**src/sv/entry_state_table_assert.svh**
```systemverilog
// Assertion macros shared by the entry state table modules
`ifndef ENTRY_STATE_TABLE_ASSERT_SVH
`define ENTRY_STATE_TABLE_ASSERT_SVH

// Check an expression at every clock edge outside reset
`define ETB_ASSERT_ALWAYS(lbl, expr) \
    lbl: assert property (@(posedge i_clk) disable iff (!i_rst_n) (expr)) \
        else $error("entry_state_table: assertion failed");

// Check a consequent in the same cycle as its antecedent
`define ETB_ASSERT_IMPLY(lbl, ante, cons) \
    lbl: assert property (@(posedge i_clk) disable iff (!i_rst_n) (ante) |-> (cons)) \
        else $error("entry_state_table: assertion failed");

// Check a consequent in the cycle after its antecedent
`define ETB_ASSERT_NEXT(lbl, ante, cons) \
    lbl: assert property (@(posedge i_clk) disable iff (!i_rst_n) (ante) |=> (cons)) \
        else $error("entry_state_table: assertion failed");

`endif

```
**src/sv/etb_pkg.sv**
```systemverilog
// Shared constants, codes, command types and helpers of the entry state table
`default_nettype none

package etb_pkg;

    localparam int CAPACITY = 64;
    localparam int ADDR_W   = $clog2(CAPACITY);
    localparam int SIZE_W   = $clog2(CAPACITY + 1);

    localparam int ACT_W    = 3;
    localparam int IDX_W    = 7;
    localparam int CODE_W   = 3;
    localparam int MASK_W   = 5;
    localparam int STS_W    = 2;
    localparam int CNT_W    = 7;
    localparam int POS_W    = 6;
    localparam int TSIZE_W  = 7;
    localparam int RES_W    = SIZE_W + 2;

    localparam int IN_DATA_W  = 24;
    localparam int OUT_DATA_W = 32;

    localparam logic [ACT_W-1:0] ACT_GET   = 3'd0;
    localparam logic [ACT_W-1:0] ACT_SET   = 3'd1;
    localparam logic [ACT_W-1:0] ACT_CSET  = 3'd2;
    localparam logic [ACT_W-1:0] ACT_COUNT = 3'd3;
    localparam logic [ACT_W-1:0] ACT_LIST  = 3'd4;

    localparam logic [CODE_W-1:0] ST_UNDEF = 3'd0;
    localparam logic [CODE_W-1:0] ST_INIT  = 3'd1;
    localparam logic [CODE_W-1:0] ST_DATA  = 3'd2;
    localparam logic [CODE_W-1:0] ST_LFAIL = 3'd3;
    localparam logic [CODE_W-1:0] ST_PFAIL = 3'd4;

    localparam logic [STS_W-1:0] STS_OK      = 2'd0;
    localparam logic [STS_W-1:0] STS_RANGE   = 2'd1;
    localparam logic [STS_W-1:0] STS_ILLEGAL = 2'd2;

    typedef struct packed {
        logic load;
        logic cnt_step;
        logic emit_one;
        logic emit_entry;
    } t_dp_cmd;

    typedef struct packed {
        logic out_free;
        logic cnt_done;
        logic list_last;
    } t_dp_status;

    function automatic logic transition_ok(input logic [CODE_W-1:0] from_code,
                                           input logic [CODE_W-1:0] to_code);
        logic [MASK_W-1:0] allowed;
        unique case (from_code)
            ST_UNDEF: allowed = 5'b10010;
            ST_INIT:  allowed = 5'b11110;
            ST_DATA:  allowed = 5'b11110;
            ST_LFAIL: allowed = 5'b01110;
            ST_PFAIL: allowed = 5'b10010;
            default:  allowed = 5'b00000;
        endcase
        return (to_code <= ST_PFAIL) && allowed[to_code];
    endfunction

    function automatic logic mask_hit(input logic [MASK_W-1:0] mask,
                                      input logic [CODE_W-1:0] code);
        return (code <= ST_PFAIL) && mask[code];
    endfunction

endpackage

`default_nettype wire

```
**src/sv/etb_datapath.sv**
```systemverilog
// Entry table memory, table size, scan counters and result register
`default_nettype none

module etb_datapath
    import etb_pkg::*;
(
    input  wire logic                  i_clk,
    input  wire logic                  i_rst_n,
    input  wire t_dp_cmd               i_cmd,
    output t_dp_status                 o_sts,
    input  wire logic [IN_DATA_W-1:0]  i_s_tdata,
    input  wire logic                  i_m_tready,
    output logic                       o_m_tvalid,
    output logic [OUT_DATA_W-1:0]      o_m_tdata,
    output logic                       o_m_tlast
);

`include "entry_state_table_assert.svh"

    logic [ACT_W-1:0]  in_act;
    logic [IDX_W-1:0]  in_idx;
    logic [CODE_W-1:0] in_tgt;
    logic [MASK_W-1:0] in_mask;

    logic [ACT_W-1:0]  r_act;
    logic [CODE_W-1:0] r_target;
    logic [MASK_W-1:0] r_mask;
    logic              r_res_ok;
    logic              r_idx_neg;
    logic [SIZE_W-1:0] r_pos,  n_pos;
    logic [SIZE_W-1:0] r_size, n_size;
    logic [CNT_W-1:0]  r_cnt;

    logic [CODE_W-1:0] mem [CAPACITY];
    logic [CAPACITY-1:0] r_valid;
    logic [CODE_W-1:0] r_rd_data;
    logic              r_rd_valid;

    logic                  r_out_valid;
    logic [OUT_DATA_W-1:0] r_out_data;
    logic                  r_out_last;

    logic [RES_W-1:0]  idx_ext;
    logic [RES_W-1:0]  res_sum;
    logic              res_ok;
    logic [SIZE_W-1:0] load_pos;
    logic [ADDR_W-1:0] rd_addr;
    logic [ADDR_W-1:0] wr_addr;
    logic              wr_en;

    logic [CODE_W-1:0] cur;
    logic              hit;
    logic              legal;
    logic              do_set;
    logic [SIZE_W-1:0] pos_p1;
    logic [SIZE_W-1:0] grow_size;
    logic              list_last;
    logic              out_free;

    logic [CODE_W-1:0]  res_state;
    logic [STS_W-1:0]   res_status;
    logic               res_written;
    logic [CNT_W-1:0]   res_count;
    logic               res_match;
    logic [POS_W-1:0]   res_pos;
    logic               res_last;
    logic [TSIZE_W-1:0] res_size;

    assign in_act  = i_s_tdata[2:0];
    assign in_idx  = i_s_tdata[9:3];
    assign in_tgt  = i_s_tdata[12:10];
    assign in_mask = i_s_tdata[17:13];

    assign idx_ext = {{(RES_W - IDX_W){in_idx[IDX_W-1]}}, in_idx};
    assign res_sum = in_idx[IDX_W-1] ? idx_ext + RES_W'(r_size) : idx_ext;
    assign res_ok  = !res_sum[RES_W-1] && (res_sum < RES_W'(CAPACITY));

    always_comb begin
        unique case (in_act) inside
            ACT_SET, ACT_CSET: load_pos = res_sum[SIZE_W-1:0];
            ACT_GET:           load_pos = SIZE_W'(in_idx[ADDR_W-1:0]);
            default:           load_pos = '0;
        endcase
    end

    assign cur       = r_rd_valid ? r_rd_data : ST_UNDEF;
    assign hit       = mask_hit(r_mask, cur);
    assign legal     = transition_ok(cur, r_target);
    assign do_set    = r_res_ok && ((r_act == ACT_SET) || ((r_act == ACT_CSET) && hit));
    assign pos_p1    = r_pos + SIZE_W'(1);
    assign grow_size = (pos_p1 > r_size) ? pos_p1 : r_size;
    assign list_last = (r_size == '0) || (pos_p1 == r_size);
    assign out_free  = !r_out_valid || i_m_tready;

    assign wr_en   = i_cmd.emit_one && do_set && legal;
    assign wr_addr = r_pos[ADDR_W-1:0];

    assign o_sts.out_free  = out_free;
    assign o_sts.cnt_done  = (r_pos >= r_size);
    assign o_sts.list_last = list_last;

    always_comb begin
        if (i_cmd.load) begin
            n_pos = load_pos;
        end else if (i_cmd.cnt_step || (i_cmd.emit_entry && !list_last)) begin
            n_pos = pos_p1;
        end else begin
            n_pos = r_pos;
        end
        rd_addr = n_pos[ADDR_W-1:0];
        n_size  = (i_cmd.emit_one && do_set) ? grow_size : r_size;
    end

    always_comb begin
        res_state   = ST_UNDEF;
        res_status  = STS_OK;
        res_written = 1'b0;
        res_count   = '0;
        res_match   = 1'b0;
        res_pos     = '0;
        res_last    = 1'b1;
        res_size    = TSIZE_W'(n_size);
        if (i_cmd.emit_entry) begin
            res_match = (r_size != '0) && hit;
            res_pos   = r_pos[POS_W-1:0];
            res_last  = list_last;
        end else begin
            case (r_act) inside
                ACT_GET: begin
                    res_state = r_idx_neg ? ST_UNDEF : cur;
                end
                ACT_SET, ACT_CSET: begin
                    if (!r_res_ok) begin
                        res_status = STS_RANGE;
                    end else begin
                        res_state = cur;
                        if (do_set) begin
                            if (legal) begin
                                res_written = 1'b1;
                            end else begin
                                res_status = STS_ILLEGAL;
                            end
                        end
                    end
                end
                ACT_COUNT: begin
                    res_count = r_cnt;
                end
                default: begin
                    res_state = ST_UNDEF;
                end
            endcase
        end
    end

    always_ff @(posedge i_clk) begin
        if (wr_en) begin
            mem[wr_addr] <= r_target;
        end
        r_rd_data  <= mem[rd_addr];
        r_rd_valid <= r_valid[rd_addr] || (wr_en && (wr_addr == rd_addr));
    end

    always_ff @(posedge i_clk) begin
        if (i_cmd.load) begin
            r_act     <= in_act;
            r_target  <= in_tgt;
            r_mask    <= in_mask;
            r_res_ok  <= res_ok;
            r_idx_neg <= in_idx[IDX_W-1];
        end
        if (i_cmd.load) begin
            r_cnt <= '0;
        end else if (i_cmd.cnt_step) begin
            r_cnt <= r_cnt + CNT_W'(hit);
        end
        if (i_cmd.emit_one || i_cmd.emit_entry) begin
            r_out_data <= {5'd0, res_size, res_pos, res_match, res_count,
                           res_written, res_status, res_state};
            r_out_last <= res_last;
        end
    end

    always_ff @(posedge i_clk) begin
        if (!i_rst_n) begin
            r_valid     <= '0;
            r_size      <= '0;
            r_pos       <= '0;
            r_out_valid <= 1'b0;
        end else begin
            if (wr_en) begin
                r_valid[wr_addr] <= 1'b1;
            end
            r_size <= n_size;
            r_pos  <= n_pos;
            if (i_cmd.emit_one || i_cmd.emit_entry) begin
                r_out_valid <= 1'b1;
            end else if (i_m_tready) begin
                r_out_valid <= 1'b0;
            end
        end
    end

    assign o_m_tvalid = r_out_valid;
    assign o_m_tdata  = r_out_data;
    assign o_m_tlast  = r_out_last;

    `ETB_ASSERT_ALWAYS(a_size_cap, r_size <= SIZE_W'(CAPACITY))
    `ETB_ASSERT_NEXT(a_size_grows, 1'b1, r_size >= $past(r_size))
    `ETB_ASSERT_IMPLY(a_wr_in_size, wr_en, SIZE_W'(wr_addr) < n_size)

endmodule

`default_nettype wire

```
**src/sv/etb_ctrl.sv**
```systemverilog
// Sequencer that steps the entry table datapath through each action
`default_nettype none

module etb_ctrl
    import etb_pkg::*;
(
    input  wire logic             i_clk,
    input  wire logic             i_rst_n,
    input  wire logic             i_s_tvalid,
    output logic                  o_s_tready,
    input  wire logic [ACT_W-1:0] i_action,
    input  wire t_dp_status       i_sts,
    output t_dp_cmd               o_cmd
);

`include "entry_state_table_assert.svh"

    typedef enum logic [1:0] {
        S_IDLE,
        S_EXEC,
        S_COUNT,
        S_LIST
    } t_state;

    t_state r_state, n_state;

    always_comb begin
        n_state = r_state;
        o_cmd   = '0;
        unique case (r_state)
            S_IDLE: begin
                if (i_s_tvalid) begin
                    o_cmd.load = 1'b1;
                    case (i_action)
                        ACT_COUNT: n_state = S_COUNT;
                        ACT_LIST:  n_state = S_LIST;
                        default:   n_state = S_EXEC;
                    endcase
                end
            end
            S_EXEC: begin
                if (i_sts.out_free) begin
                    o_cmd.emit_one = 1'b1;
                    n_state        = S_IDLE;
                end
            end
            S_COUNT: begin
                if (!i_sts.cnt_done) begin
                    o_cmd.cnt_step = 1'b1;
                end else if (i_sts.out_free) begin
                    o_cmd.emit_one = 1'b1;
                    n_state        = S_IDLE;
                end
            end
            S_LIST: begin
                if (i_sts.out_free) begin
                    o_cmd.emit_entry = 1'b1;
                    if (i_sts.list_last) begin
                        n_state = S_IDLE;
                    end
                end
            end
            default: begin
                n_state = S_IDLE;
            end
        endcase
    end

    always_ff @(posedge i_clk) begin
        if (!i_rst_n) begin
            r_state <= S_IDLE;
        end else begin
            r_state <= n_state;
        end
    end

    assign o_s_tready = (r_state == S_IDLE);

    `ETB_ASSERT_IMPLY(a_emit_free, o_cmd.emit_one || o_cmd.emit_entry, i_sts.out_free)
    `ETB_ASSERT_IMPLY(a_step_pending, o_cmd.cnt_step, !i_sts.cnt_done)
    `ETB_ASSERT_NEXT(a_load_leaves_idle, o_cmd.load, r_state != S_IDLE)

endmodule

`default_nettype wire

```
**src/sv/entry_state_table.sv**
```systemverilog
// Entry state table: per-entry status codes with get, set, count and list actions
//
// Input stream (s side) carries one action per transaction; output stream
// (m side) returns its results. One action is worked on at a time: s_tready
// is high only while the block is idle, and the finished result sits in an
// output register, so the next action is taken while it waits.
// Get, set and conditional set give one result: the action is registered and
// its entry read from the table memory, then the result is written to the
// output register once it is free. Count walks the used entries one per cycle
// through the table memory read port and answers when the walk is done. List
// gives one result per used entry (one result for an empty table), one per
// cycle while the receiver keeps m_tready high, tlast on the final one. All
// actions share the single read port of the table memory.
// Reset (synchronous, active low) empties the table: size zero, all entries
// undefined, output invalid. When the receiver stalls, the result holds on
// the output and the block waits; no result is dropped.
`default_nettype none

module entry_state_table
    import etb_pkg::*;
(
    input  wire logic                  i_clk,
    input  wire logic                  i_rst_n,
    input  wire logic                  i_s_tvalid,
    output logic                       o_s_tready,
    // action[2:0], entry_index[9:3], target_state[12:10], select_mask[17:13]
    input  wire logic [IN_DATA_W-1:0]  i_s_tdata,
    output logic                       o_m_tvalid,
    input  wire logic                  i_m_tready,
    // state_code[2:0], status[4:3], written[5], match_count[12:6],
    // match_bit[13], listed_position[19:14], table_size[26:20]
    output logic [OUT_DATA_W-1:0]      o_m_tdata,
    output logic                       o_m_tlast
);

    t_dp_cmd    cmd;
    t_dp_status sts;

    etb_ctrl u_ctrl (
        .i_clk      (i_clk),
        .i_rst_n    (i_rst_n),
        .i_s_tvalid (i_s_tvalid),
        .o_s_tready (o_s_tready),
        .i_action   (i_s_tdata[ACT_W-1:0]),
        .i_sts      (sts),
        .o_cmd      (cmd)
    );

    etb_datapath u_datapath (
        .i_clk      (i_clk),
        .i_rst_n    (i_rst_n),
        .i_cmd      (cmd),
        .o_sts      (sts),
        .i_s_tdata  (i_s_tdata),
        .i_m_tready (i_m_tready),
        .o_m_tvalid (o_m_tvalid),
        .o_m_tdata  (o_m_tdata),
        .o_m_tlast  (o_m_tlast)
    );

endmodule

`default_nettype wire

```
**config.mk**
```make
export PLATFORM = sky130hd
export DESIGN_NAME = entry_state_table
export DESIGN_NICKNAME = d
export VERILOG_FILES = /design/src/sv/etb_pkg.sv /design/src/sv/etb_datapath.sv /design/src/sv/etb_ctrl.sv /design/src/sv/entry_state_table.sv
export VERILOG_INCLUDE_DIRS = /design/src /design/src/sv
export SDC_FILE = /design/constraint.sdc
export NUM_CORES = 1
export LEC_CHECK = 0
export BUFFER_PORTS_ARGS = -buffer_cell sky130_fd_sc_hd__buf_2
export CAP_MARGIN = 20
export CORE_MARGIN = 3
export CORE_UTILIZATION = 55
export CTS_BUF_LIST = sky130_fd_sc_hd__clkbuf_16
export DETAILED_ROUTE_END_ITERATION = 6
export GPL_ROUTABILITY_DRIVEN = 0
export PLACE_DENSITY = 0.81
export SYNTH_ARGS = -nofsm -noshare
export SYNTH_HDL_FRONTEND = slang
export SYNTH_SLANG_ARGS = --single-unit
```
**constraint.sdc**
```tcl
create_clock -name i_clk -period 5.35 [get_ports i_clk]
set_clock_uncertainty 0.05 [all_clocks]
set_input_delay 1.605 -clock i_clk [delete_from_list [all_inputs] [get_ports i_clk]]
set_output_delay 1.605 -clock i_clk [all_outputs]
set_load 0.01 [all_outputs]
```
==> results of run 1 <==
-- layout by cell type, fill, tap and decap left out, types with 7 or more instances in the layout --
cell type / count
nand2_1: 159
nor2b_1: 7
nor3_1: 18
a211oi_1: 11
inv_1: 27
o22ai_1: 8
o211ai_1: 7
ha_1: 30
a221o_1: 8
xnor2_1: 9
nand2b_1: 8
xor2_1: 12
edfxtp_1: 233
mux2i_1: 45
dfxtp_1: 92
buf_2: 51
nor2_1: 177
buf_4: 33
nand4_1: 14
a22oi_1: 7
a21oi_1: 63
and3_1: 7
and2_1: 21
clkbuf_16: 35
o21a_1: 40
o21ai_0: 11
nand3_1: 63
mux2_2: 7
-- sequential cells by signal (all words and copies together) (netlist names) --
register / flops
u_datapath.r_valid: 64
u_datapath.r_mask: 5
u_datapath.r_rd_valid: 1
u_datapath.o_m_tdata: 27
u_datapath.o_m_tvalid: 1
u_datapath.r_target: 3
u_datapath.r_idx_neg: 1
u_datapath.mem: 192
u_datapath.r_act: 3
u_datapath.o_m_tlast: 1
u_datapath.r_res_ok: 1
u_datapath.r_cnt: 7
u_datapath.r_rd_data: 3
u_datapath.r_pos: 7
u_datapath.r_size: 7
u_ctrl.r_state: 2
-- path summary, 6_finish.rpt --
path                                                             to  slack, ns  cells after the start
worst max-delay path                u_datapath.r_rd_data[2]$_DFF_P_       0.47                     13
worst min-delay path            u_datapath.r_valid[59]$_SDFFE_PN0P_       0.41                      2
worst max register to register      u_datapath.r_rd_data[2]$_DFF_P_       0.47                     13
worst min register to register  u_datapath.r_valid[59]$_SDFFE_PN0P_       0.41                      2
-- cell families after synthesis --
| kind of cell | Yosys count |
|---|---|
| AND/OR/NAND/NOR | 518 |
| flip-flops | 325 |
| AO/OA/AOI/OAI | 230 |
| buffers and inverters | 88 |
| multiplexers | 55 |
| adder cells (fa/ha/maj) | 32 |
| XOR/XNOR | 21 |
| other | 1 |
-- final cells by class --
class	instances	share of cell area [%]
Clock buffer	35	5.42
Timing Repair Buffer	88	3.61
Multi-Input combinational cell	861	32.2
Sequential cell	325	54.7
Inverter	19	0.472
Clock inverter	28	1.08
Tap cell	330	2.55
-- metrics by stage --
stage          hold WS [ns]  instance area (um^2)  utilization, %  std cells  setup WS, ns
2_1_floorplan         0.384                 14500               -       1274         0.996
4_1_cts               0.415                 16200            63.3       1686         0.627
5_1_grt               0.427                 16200            63.3       1686         0.239
3_5_place_dp          0.403                 15100            59.2       1623         0.286
3_3_place_gp          0.393                 15100            59.2       1623         0.387
6_report              0.413                 16200            63.3       1686         0.470
-- routing by layer --
metal	global-route usage (%)	up-vias
met1	34.4	5077
met4	9.43	0
li1	-	4762
met5	0	-
met3	5.24	113
met2	40.0	646
-- report_power, final --
part           leakage (nW)  internal [mW]  total, mW  switching [mW]
Clock                 0.555           1.25       2.21           0.965
Combinational          2.44          0.323      0.976           0.653
Sequential             2.84           2.77       2.83          0.0599
Total                  5.83           4.34       6.02            1.68
-- worst max-delay path, stage by stage (launching register included) --
cell	delay [ns]
dfxtp_1	0.79
nand2_1	0.11
nor2_1	0.16
xor2_1	0.28
ha_1	0.30
nand4b_1	0.11
nor2_1	0.12
o2111ai_1	0.73
and2_2	0.58
mux2i_1	0.13
a211oi_1	0.42
o32ai_1	0.19
a221oi_1	0.52
o221a_1	0.30
==> flow_metrics.py, run 1 <==
metrics = {
    "synth": {
        "ys.warnings.count": 0,
        "synth_xor_area_share_pct": 1.27,
        "synth.most_common_cell": "edfxtp_1",
        "postSynthCellCount": 1270,
        "synth_compound_area_share_pct": 11.3,
        "ys_seq_elements": 325,
        "synthAdderAreaFrac_pct": 2.81,
        "synth_area_um2": 14500,
        "synth_cell_types": 85,
        "synthTopCellsByArea": "edfxtp_1, dfxtp_1, nor2_1",
        "netlist_top_cells_count": "edfxtp_1, nor2_1, nand2_1, dfxtp_1",
        "synth_seq_area_share_pct": 61.0,
        "synth.area.mux_share_pct": 3.96,
        "synth-simple-area-share_pct": 16.4,
        "synth-async-reset-ratio_pct": 0,
        "synth_top_family_by_area": "simple AND/OR/NAND/NOR gates",
        "synth_enable_flop_cells": 233,
        "avgSynthCellArea_um2": 11.4,
        "synth_top_cell_area_share_pct": 48.3,
        "synth_area_leader_cell": "edfxtp_1",
        "synthFlopType": "edfxtp_1",
    },
    "floorplanning": {
        "initial_core_util_pct": 56.7,
        "dieArea_um2": 28300,
        "dieHeight_um": 168,
        "die_width_um": 168,
        "rows": 58,
        "core_area_um2": 25500,
        "ios": 63,
    },
    "power_and_ir_drop": {
        "p_total_mw": 6.02,
        "p_per_area_nw_per_um2": 372,
        "vdd_ir_drop_max_v": 0.000403,
        "power.static_leakage_nw": 5.83,
    },
    "cells_and_area": {
        "syn_to_final_growth_pct": 11.6,
        "nFillCells": 1895,
        "num-nets-final": 1389,
        "drive_gt1_share_pct": 12.5,
        "multi_input_area_um2": 5210,
        "antenna_cells": 0,
        "seq_area_um2": 8840,
    },
    "global_route": {
        "grt_overflow_total": 0,
        "first_global_vias": 10200,
        "grt_use_total_pct": 25.2,
        "grt_first_pass_wirelength_um": 56600,
        "grt_max_degree": 66,
        "antenna_found_initial": 0,
    },
    "setup_path": {
        "startpoint": "u_datapath.r_pos[4]$_SDFF_PN0_",
        "critPathMaxFanout": 19,
        "cp.required_ns": 5.76,
        "crit_type": "flip-flop to flip-flop",
        "reg2reg_from": "u_datapath.r_pos[4]$_SDFF_PN0_",
        "critical_path.startpoint_type": "flip-flop",
        "crit_arrival_ns": 5.29,
        "setup.worst_path.end_class": "flip-flop",
    },
    "timing": {
        "tightest_slew_ns": 1.01,
        "hold_violations": 0,
        "setup_viol": 0,
        "final.min_clock_period_ns": 4.88,
        "post-route-period-util_pct": 91.2,
        "rsz0062_at_grt": "no",
        "slew_violations": 0,
        "max_freq_ghz": 0.205,
        "finalSetupTns_ns": 0,
        "relSlewSlack_pct": 32.6,
    },
    "clocking": {
        "cts.htree.levels": 2,
        "post-cts-setup-buffers": 0,
        "clk-insertion-delay-late_ns": 0.52,
        "clkTransAtPathRegs_ns": 0.06,
        "cts_resized": 0,
        "cts_sinks": 325,
        "cts_buffers": 35,
        "cts_tree": "done",
        "clockBufferDepth": 3,
        "root_buffer": "clkbuf_16",
        "hold_buffers": 0,
    },
    "run": {
        "maxCapViolations": 0,
    },
    "route": {
        "vias": 10600,
        "wl_met1_um": 14600,
        "routedWlPerCell_um": 21.7,
        "dr_wl_met2_um": 16800,
        "ant_nets": 0,
        "top_layer_used": "met4",
        "drc": 0,
        "wl_um": 36500,
        "drtIter0Drc": 1206,
        "vias_per_cell": 6.29,
        "wl_met3_um": 3870,
        "dr.pass1.iters": 6,
    },
    "run_status": {
        "status": "finished clean",
    },
    "place": {
        "port_buffers": 51,
        "dp_hpwl_um": 23600,
    },
    "worst_hold_path": {
        "min_from": "u_datapath.r_valid[59]$_SDFFE_PN0P_",
        "min_path_type": "flip-flop to flip-flop",
    },
}
Note: power is estimated with default switching activity, not from simulation.
==> run 2: changes to the inputs <==
--- a/config.mk
+++ b/config.mk
@@ -6,6 +6,7 @@
 export SDC_FILE = /design/constraint.sdc
 export NUM_CORES = 1
 export LEC_CHECK = 0
+export ABC_AREA = 1
 export BUFFER_PORTS_ARGS = -buffer_cell sky130_fd_sc_hd__buf_2
 export CAP_MARGIN = 20
 export CORE_MARGIN = 3
==> constraint.sdc (replaced) <==
create_clock -name i_clk -period 4.9 [get_ports i_clk]
set_clock_uncertainty 0.05 [all_clocks]
set_input_delay 1.47 -clock i_clk [delete_from_list [all_inputs] [get_ports i_clk]]
set_output_delay 1.47 -clock i_clk [all_outputs]
set_load 0.01 [all_outputs]
==> flow_metrics.py, run 2 <==
metrics = {
    "synth": {
        "synth_cell_types": 47,
        "avgSynthCellArea_um2": 9.46,
        "synth-async-reset-ratio_pct": 0,
        "synth_enable_flop_cells": 233,
        "synth_top_cell_area_share_pct": 46.6,
        "synthFlopType": "edfxtp_1",
        "synth_seq_area_share_pct": 58.8,
        "synthTopCellsByArea": "edfxtp_1, dfxtp_1, nand2_1",
        "postSynthCellCount": 1588,
        "synth_area_um2": 15000,
        "ys.warnings.count": 0,
        "netlist_top_cells_count": "nand2_1, edfxtp_1, inv_1, nand3_1, nor2_1",
        "ys_seq_elements": 325,
        "synth.most_common_cell": "nand2_1",
        "synth_area_leader_cell": "edfxtp_1",
    },
    "global_route": {
        "grt_max_degree": 68,
        "antenna_found_initial": 0,
        "grt_use_total_pct": 22.8,
        "grt_overflow_total": 0,
        "grt_first_pass_wirelength_um": 53200,
        "first_global_vias": 10600,
    },
    "floorplanning": {
        "rows": 59,
        "dieHeight_um": 171,
        "initial_core_util_pct": 56.9,
        "die_width_um": 171,
        "core_area_um2": 26400,
        "dieArea_um2": 29300,
        "ios": 63,
    },
    "clocking": {
        "cts_tree": "done",
        "cts_resized": 0,
        "cts.htree.levels": 1,
        "cts_sinks": 325,
        "clk-insertion-delay-late_ns": 0.56,
        "clockBufferDepth": 3,
        "root_buffer": "clkbuf_16",
        "cts_buffers": 31,
        "post-cts-setup-buffers": 0,
        "clkTransAtPathRegs_ns": 0.06,
        "hold_buffers": 0,
    },
    "power_and_ir_drop": {
        "power.static_leakage_nw": 6.63,
        "p_per_area_nw_per_um2": 552,
        "vdd_ir_drop_max_v": 0.000412,
    },
    "setup_path": {
        "cp.required_ns": 5.28,
        "slowest_stage": "dfxtp_1",
        "max_stage_delay_ns": 0.63,
        "crit_chain": "ha_1, nand2_1, inv_1, nand2_1, nor2_1, xnor2_1, inv_1, ha_1, nand2_1, inv_1, nand3_1, nand3_2, nand2_2, nand2_1, nand3_2, nand2_8, buf_12, nand2_1, nand3_1, nand3_1, nand3_1, nand3_1, nand3_1, nand3_1",
        "critical_path.startpoint_type": "flip-flop",
        "crit_path_frequent_cell": "nand3_1",
        "crit_buf_inv": 4,
        "setup.worst_path.end_class": "flip-flop",
        "crit_arrival_ns": 4.94,
        "critPathMaxFanout": 39,
        "reg2reg_slack_ns": 0.33,
        "crit_type": "flip-flop to flip-flop",
        "cpLargestDelayFamily": "simple AND/OR/NAND/NOR gates",
    },
    "cells_and_area": {
        "instances_no_fill": 1984,
        "final_cell_mix": "nand2_1, inv_1, edfxtp_1",
        "drive_gt1_share_pct": 9.04,
        "largest_register_ffs": 192,
        "layout_commonest_cell": "nand2_1",
        "syn_to_final_growth_pct": 8.90,
        "top_register": "u_datapath.mem",
        "num-nets-final": 1683,
        "nFillCells": 2084,
        "antenna_cells": 0,
    },
    "place": {
        "dp_hpwl_um": 21600,
        "placedCellCount": 1926,
        "port_buffers": 51,
    },
    "route": {
        "wl_um": 33700,
        "vias_per_cell": 5.55,
        "drc": 0,
        "vias": 11000,
        "routedWlPerCell_um": 17.0,
        "drtIter0Drc": 1153,
        "dr.pass1.iters": 5,
        "ant_nets": 0,
    },
    "timing": {
        "final.min_clock_period_ns": 4.57,
        "max_freq_ghz": 0.219,
        "slew_violations": 0,
        "tightest_slew_ns": 0.950,
        "relSlewSlack_pct": 36.7,
        "setup_viol": 0,
        "rsz0062_at_grt": "no",
        "finalSetupTns_ns": 0,
        "hold_violations": 0,
        "post-route-period-util_pct": 93.2,
    },
    "run_status": {
        "status": "finished clean",
    },
    "worst_hold_path": {
        "min_path_type": "flip-flop to flip-flop",
    },
    "run": {
        "maxCapViolations": 0,
    },
}
==> run 2: final cells by class <==
type | instances | area (um^2) | share of cell area [%]
flip-flops and latches | 325 | 8840 | 54.0
multi-input cells | 963 | 4870 | 29.8
inverters | 233 | 877 | 5.36
clock buffers | 31 | 776 | 4.74
repair buffers | 70 | 435 | 2.66
well taps | 335 | 419 | 2.56
clock inverters | 27 | 144 | 0.879
==> run 2: metal layers <==
| layer | routed length [um] | vias up | share of wire, % | GRT usage, % |
|---|---|---|---|---|
| li1 | - | 5321 | - | - |
| met1 | 13900 | 5153 | 41 | 29.7 |
| met2 | 16200 | 474 | 48 | 39.5 |
| met3 | 2700 | 70 | 8.0 | 3.26 |
| met4 | 965 | 0 | 2.9 | 7.73 |
| met5 | 0 | - | 0 | 0 |
==> run 2: report_power, final <==
group	switching [mW]	internal (mW)
Sequential	0.107	3.25
Combinational	2.48	1.03
Clock	0.980	1.19
Total	3.57	5.47
==> run 2: through the flow <==
stage | setup WS, ns | util [%] | hold slack (ns) | instance area [um^2] | power (mW)
6_report | 0.332 | 61.9 | 0.410 | 16400 | 9.04
5_1_grt | 0.0567 | 61.9 | 0.424 | 16400 | 9.53
4_1_cts | 0.389 | 61.8 | 0.412 | 16300 | 8.98
3_5_place_dp | 0.453 | 58.4 | 0.398 | 15400 | 6.82
3_3_place_gp | 0.582 | 58.4 | 0.390 | 15400 | 6.73
2_1_floorplan | 1.48 | - | 0.372 | 15000 | 5.96
==> run 2: final timing paths <==
check,from,cells past startpoint,end
setup / recovery,u_datapath.r_pos[0]$_SDFF_PN0_,24,u_datapath.r_rd_valid$_DFF_P_
hold / removal,u_datapath.r_cnt[6]$_SDFFE_PP0P_,1,u_datapath.r_cnt[6]$_SDFFE_PP0P_
setup reg to reg,u_datapath.r_pos[0]$_SDFF_PN0_,24,u_datapath.r_rd_valid$_DFF_P_
hold reg to reg,u_datapath.r_cnt[6]$_SDFFE_PP0P_,1,u_datapath.r_cnt[6]$_SDFFE_PP0P_
==> run 2: logic make-up (layout without fill, tap and decap cells) <==
logic type,count (synthesis),after routing,share of synthesized area (%)
compound gates,169,169,7.69
xor+xnor,6,6,0.350
fa+ha+maj,31,31,2.63
buf+inv,304,361,9.01
flops,325,325,58.8
other cells,1,5,0.0250
simple gates,752,752,21.5
==> run 3: changes to the inputs <==
--- a/config.mk
+++ b/config.mk
@@ -9,7 +9,6 @@
 export ABC_AREA = 1
 export BUFFER_PORTS_ARGS = -buffer_cell sky130_fd_sc_hd__buf_2
 export CAP_MARGIN = 20
-export CORE_MARGIN = 3
 export CORE_UTILIZATION = 55
 export CTS_BUF_LIST = sky130_fd_sc_hd__clkbuf_16
 export DETAILED_ROUTE_END_ITERATION = 6
==> constraint.sdc (replaced) <==
create_clock -name i_clk -period 5.8 [get_ports i_clk]
set_clock_uncertainty 0.05 [all_clocks]
set_input_delay 1.74 -clock i_clk [delete_from_list [all_inputs] [get_ports i_clk]]
set_output_delay 1.74 -clock i_clk [all_outputs]
set_load 0.01 [all_outputs]
==> flow_metrics.py, run 3 (synthesized netlist as in run 2, its figures left out) <==
metrics = {
    "floorplanning": {
        "dieArea_um2": 28000,
        "dieHeight_um": 167,
        "initial_core_util_pct": 55.9,
        "core_area_um2": 26900,
        "die_width_um": 167,
        "ios": 63,
        "rows": 60,
    },
    "place": {
        "port_buffers": 51,
        "place_ws_ns": 0.949,
        "dp_hpwl_um": 21000,
        "placed_area_um2": 15400,
    },
    "clocking": {
        "cts.htree.levels": 2,
        "root_buffer": "clkbuf_16",
        "cts_buffers": 34,
        "post-cts-setup-buffers": 0,
        "cts_sinks": 325,
        "cts_tree": "done",
        "hold_buffers": 0,
        "clockBufferDepth": 3,
        "clk-insertion-delay-late_ns": 0.52,
        "cts_resized": 0,
        "clkTransAtPathRegs_ns": 0.06,
    },
    "route": {
        "wl_um": 34000,
        "routedWlPerCell_um": 17.1,
        "drtIter0Drc": 966,
        "dr.pass1.iters": 6,
        "vias_per_cell": 5.57,
        "vias": 11100,
        "drc": 0,
        "ant_nets": 0,
    },
    "cells_and_area": {
        "final_cell_mix": "nand2_1, inv_1, edfxtp_1",
        "syn_to_final_growth_pct": 9.20,
        "top_register": "u_datapath.mem",
        "utilization_pct": 61.0,
        "num-nets-final": 1681,
        "drive_gt1_share_pct": 8.93,
        "finish.instance_area_um2": 16400,
        "largest_register_ffs": 192,
        "antenna_cells": 0,
        "layout_commonest_cell": "nand2_1",
    },
    "setup_path": {
        "crit_type": "flip-flop to flip-flop",
        "crit_arrival_ns": 5.21,
        "critical_path.startpoint_type": "flip-flop",
        "crit_chain": "ha_1, nand2_1, inv_1, nand2_1, nor2_1, xnor2_1, inv_1, ha_1, nand2_1, inv_1, nand3_1, nand3_2, nand2_2, nand2_1, nand3_2, nand2_4, buf_4, nand2_1, o211ai_1, nand3_1, nand3_1, nand3_1, nand3_1, nand2_1",
        "critPathMaxFanout": 70,
        "slowest_stage": "nand2_4",
        "max_stage_delay_ns": 0.67,
        "setup.worst_path.end_class": "flip-flop",
        "cp.required_ns": 6.13,
        "crit_path_frequent_cell": "nand2_1",
    },
    "global_route": {
        "grt_overflow_total": 0,
        "first_global_vias": 10500,
        "grt_use_total_pct": 24.5,
        "grt_first_pass_wirelength_um": 53800,
        "antenna_found_initial": 0,
        "grt_max_degree": 71,
    },
    "timing": {
        "relSlewSlack_pct": 37.0,
        "rsz0062_at_grt": "no",
        "tightest_slew_ns": 0.945,
        "slew_violations": 0,
        "setup_viol": 0,
        "hold_violations": 0,
        "setup_ws_ns": 0.922,
        "max_freq_ghz": 0.205,
        "final.min_clock_period_ns": 4.88,
        "finalSetupTns_ns": 0,
        "post-route-period-util_pct": 84.1,
    },
    "power_and_ir_drop": {
        "vdd_ir_drop_max_v": 0.000299,
        "p_per_area_nw_per_um2": 473,
        "power.static_leakage_nw": 6.64,
    },
    "worst_hold_path": {
        "min_path_type": "flip-flop to flip-flop",
    },
    "run": {
        "maxCapViolations": 0,
    },
    "run_status": {
        "status": "finished clean",
    },
}
[run 3: cell count changes in the layout (fill, tap and decap cells not counted), sizes merged]
cell / change
clkbuf: +4
buf: -5
inv: -2
clkinvlp: +1
[run 3: path summary, 6_finish.rpt]
kind,slack (ns),from,end,cells after the start
worst min register to register,0.41,u_datapath.r_cnt[6]$_SDFFE_PP0P_,u_datapath.r_cnt[6]$_SDFFE_PP0P_,1
worst max register to register,0.92,u_datapath.r_pos[0]$_SDFF_PN0_,u_datapath.r_rd_data[2]$_DFF_P_,24
worst max-delay path,0.92,u_datapath.r_pos[0]$_SDFF_PN0_,u_datapath.r_rd_data[2]$_DFF_P_,24
worst min-delay path,0.41,u_datapath.r_cnt[6]$_SDFFE_PP0P_,u_datapath.r_cnt[6]$_SDFFE_PP0P_,1
[run 3: cell type report]
type,count,area (um^2)
Sequential cell,325,8840
Timing Repair Buffer,65,385
Fill cell,2191,10500
Inverter,233,877
Clock buffer,35,876
Tap cell,341,427
Multi-Input combinational cell,963,4850
Clock inverter,26,149
[run 3: per-layer routing]
metal	share of wire, %	track usage [%]	vias to the layer above
met2	49	42.5	492
met4	3.7	10.7	0
met1	40	30.4	5206
li1	-	-	5299
met3	7.8	3.90	84
met5	0	0	-
[run 3: through the flow]
step	total power, mW	hold slack [ns]	cells
5_1_grt	8.18	0.430	1988
3_3_place_gp	5.66	0.393	1927
2_1_floorplan	5.03	0.372	1592
3_5_place_dp	5.74	0.401	1927
6_report	7.76	0.409	1988
4_1_cts	7.73	0.411	1988
[run 3: worst max-delay path, delay by kind of cell, from the launching register on]
kind / cells / cell delay [ns]
buffers and inverters: 4 / 0.59
AO/OA/AOI/OAI: 1 / 0.10
adder cells (fa/ha/maj): 2 / 0.56
XOR/XNOR: 1 / 0.20
AND/OR/NAND/NOR: 16 / 2.57
flip-flops: 1 / 0.66
[run 3: power breakdown]
group | leakage [nW] | internal (mW) | switching [mW]
Combinational | 3.25 | 0.837 | 2.07
Clock | 0.536 | 1.14 | 0.869
Sequential | 2.85 | 2.74 | 0.0976
Total | 6.64 | 4.72 | 3.04
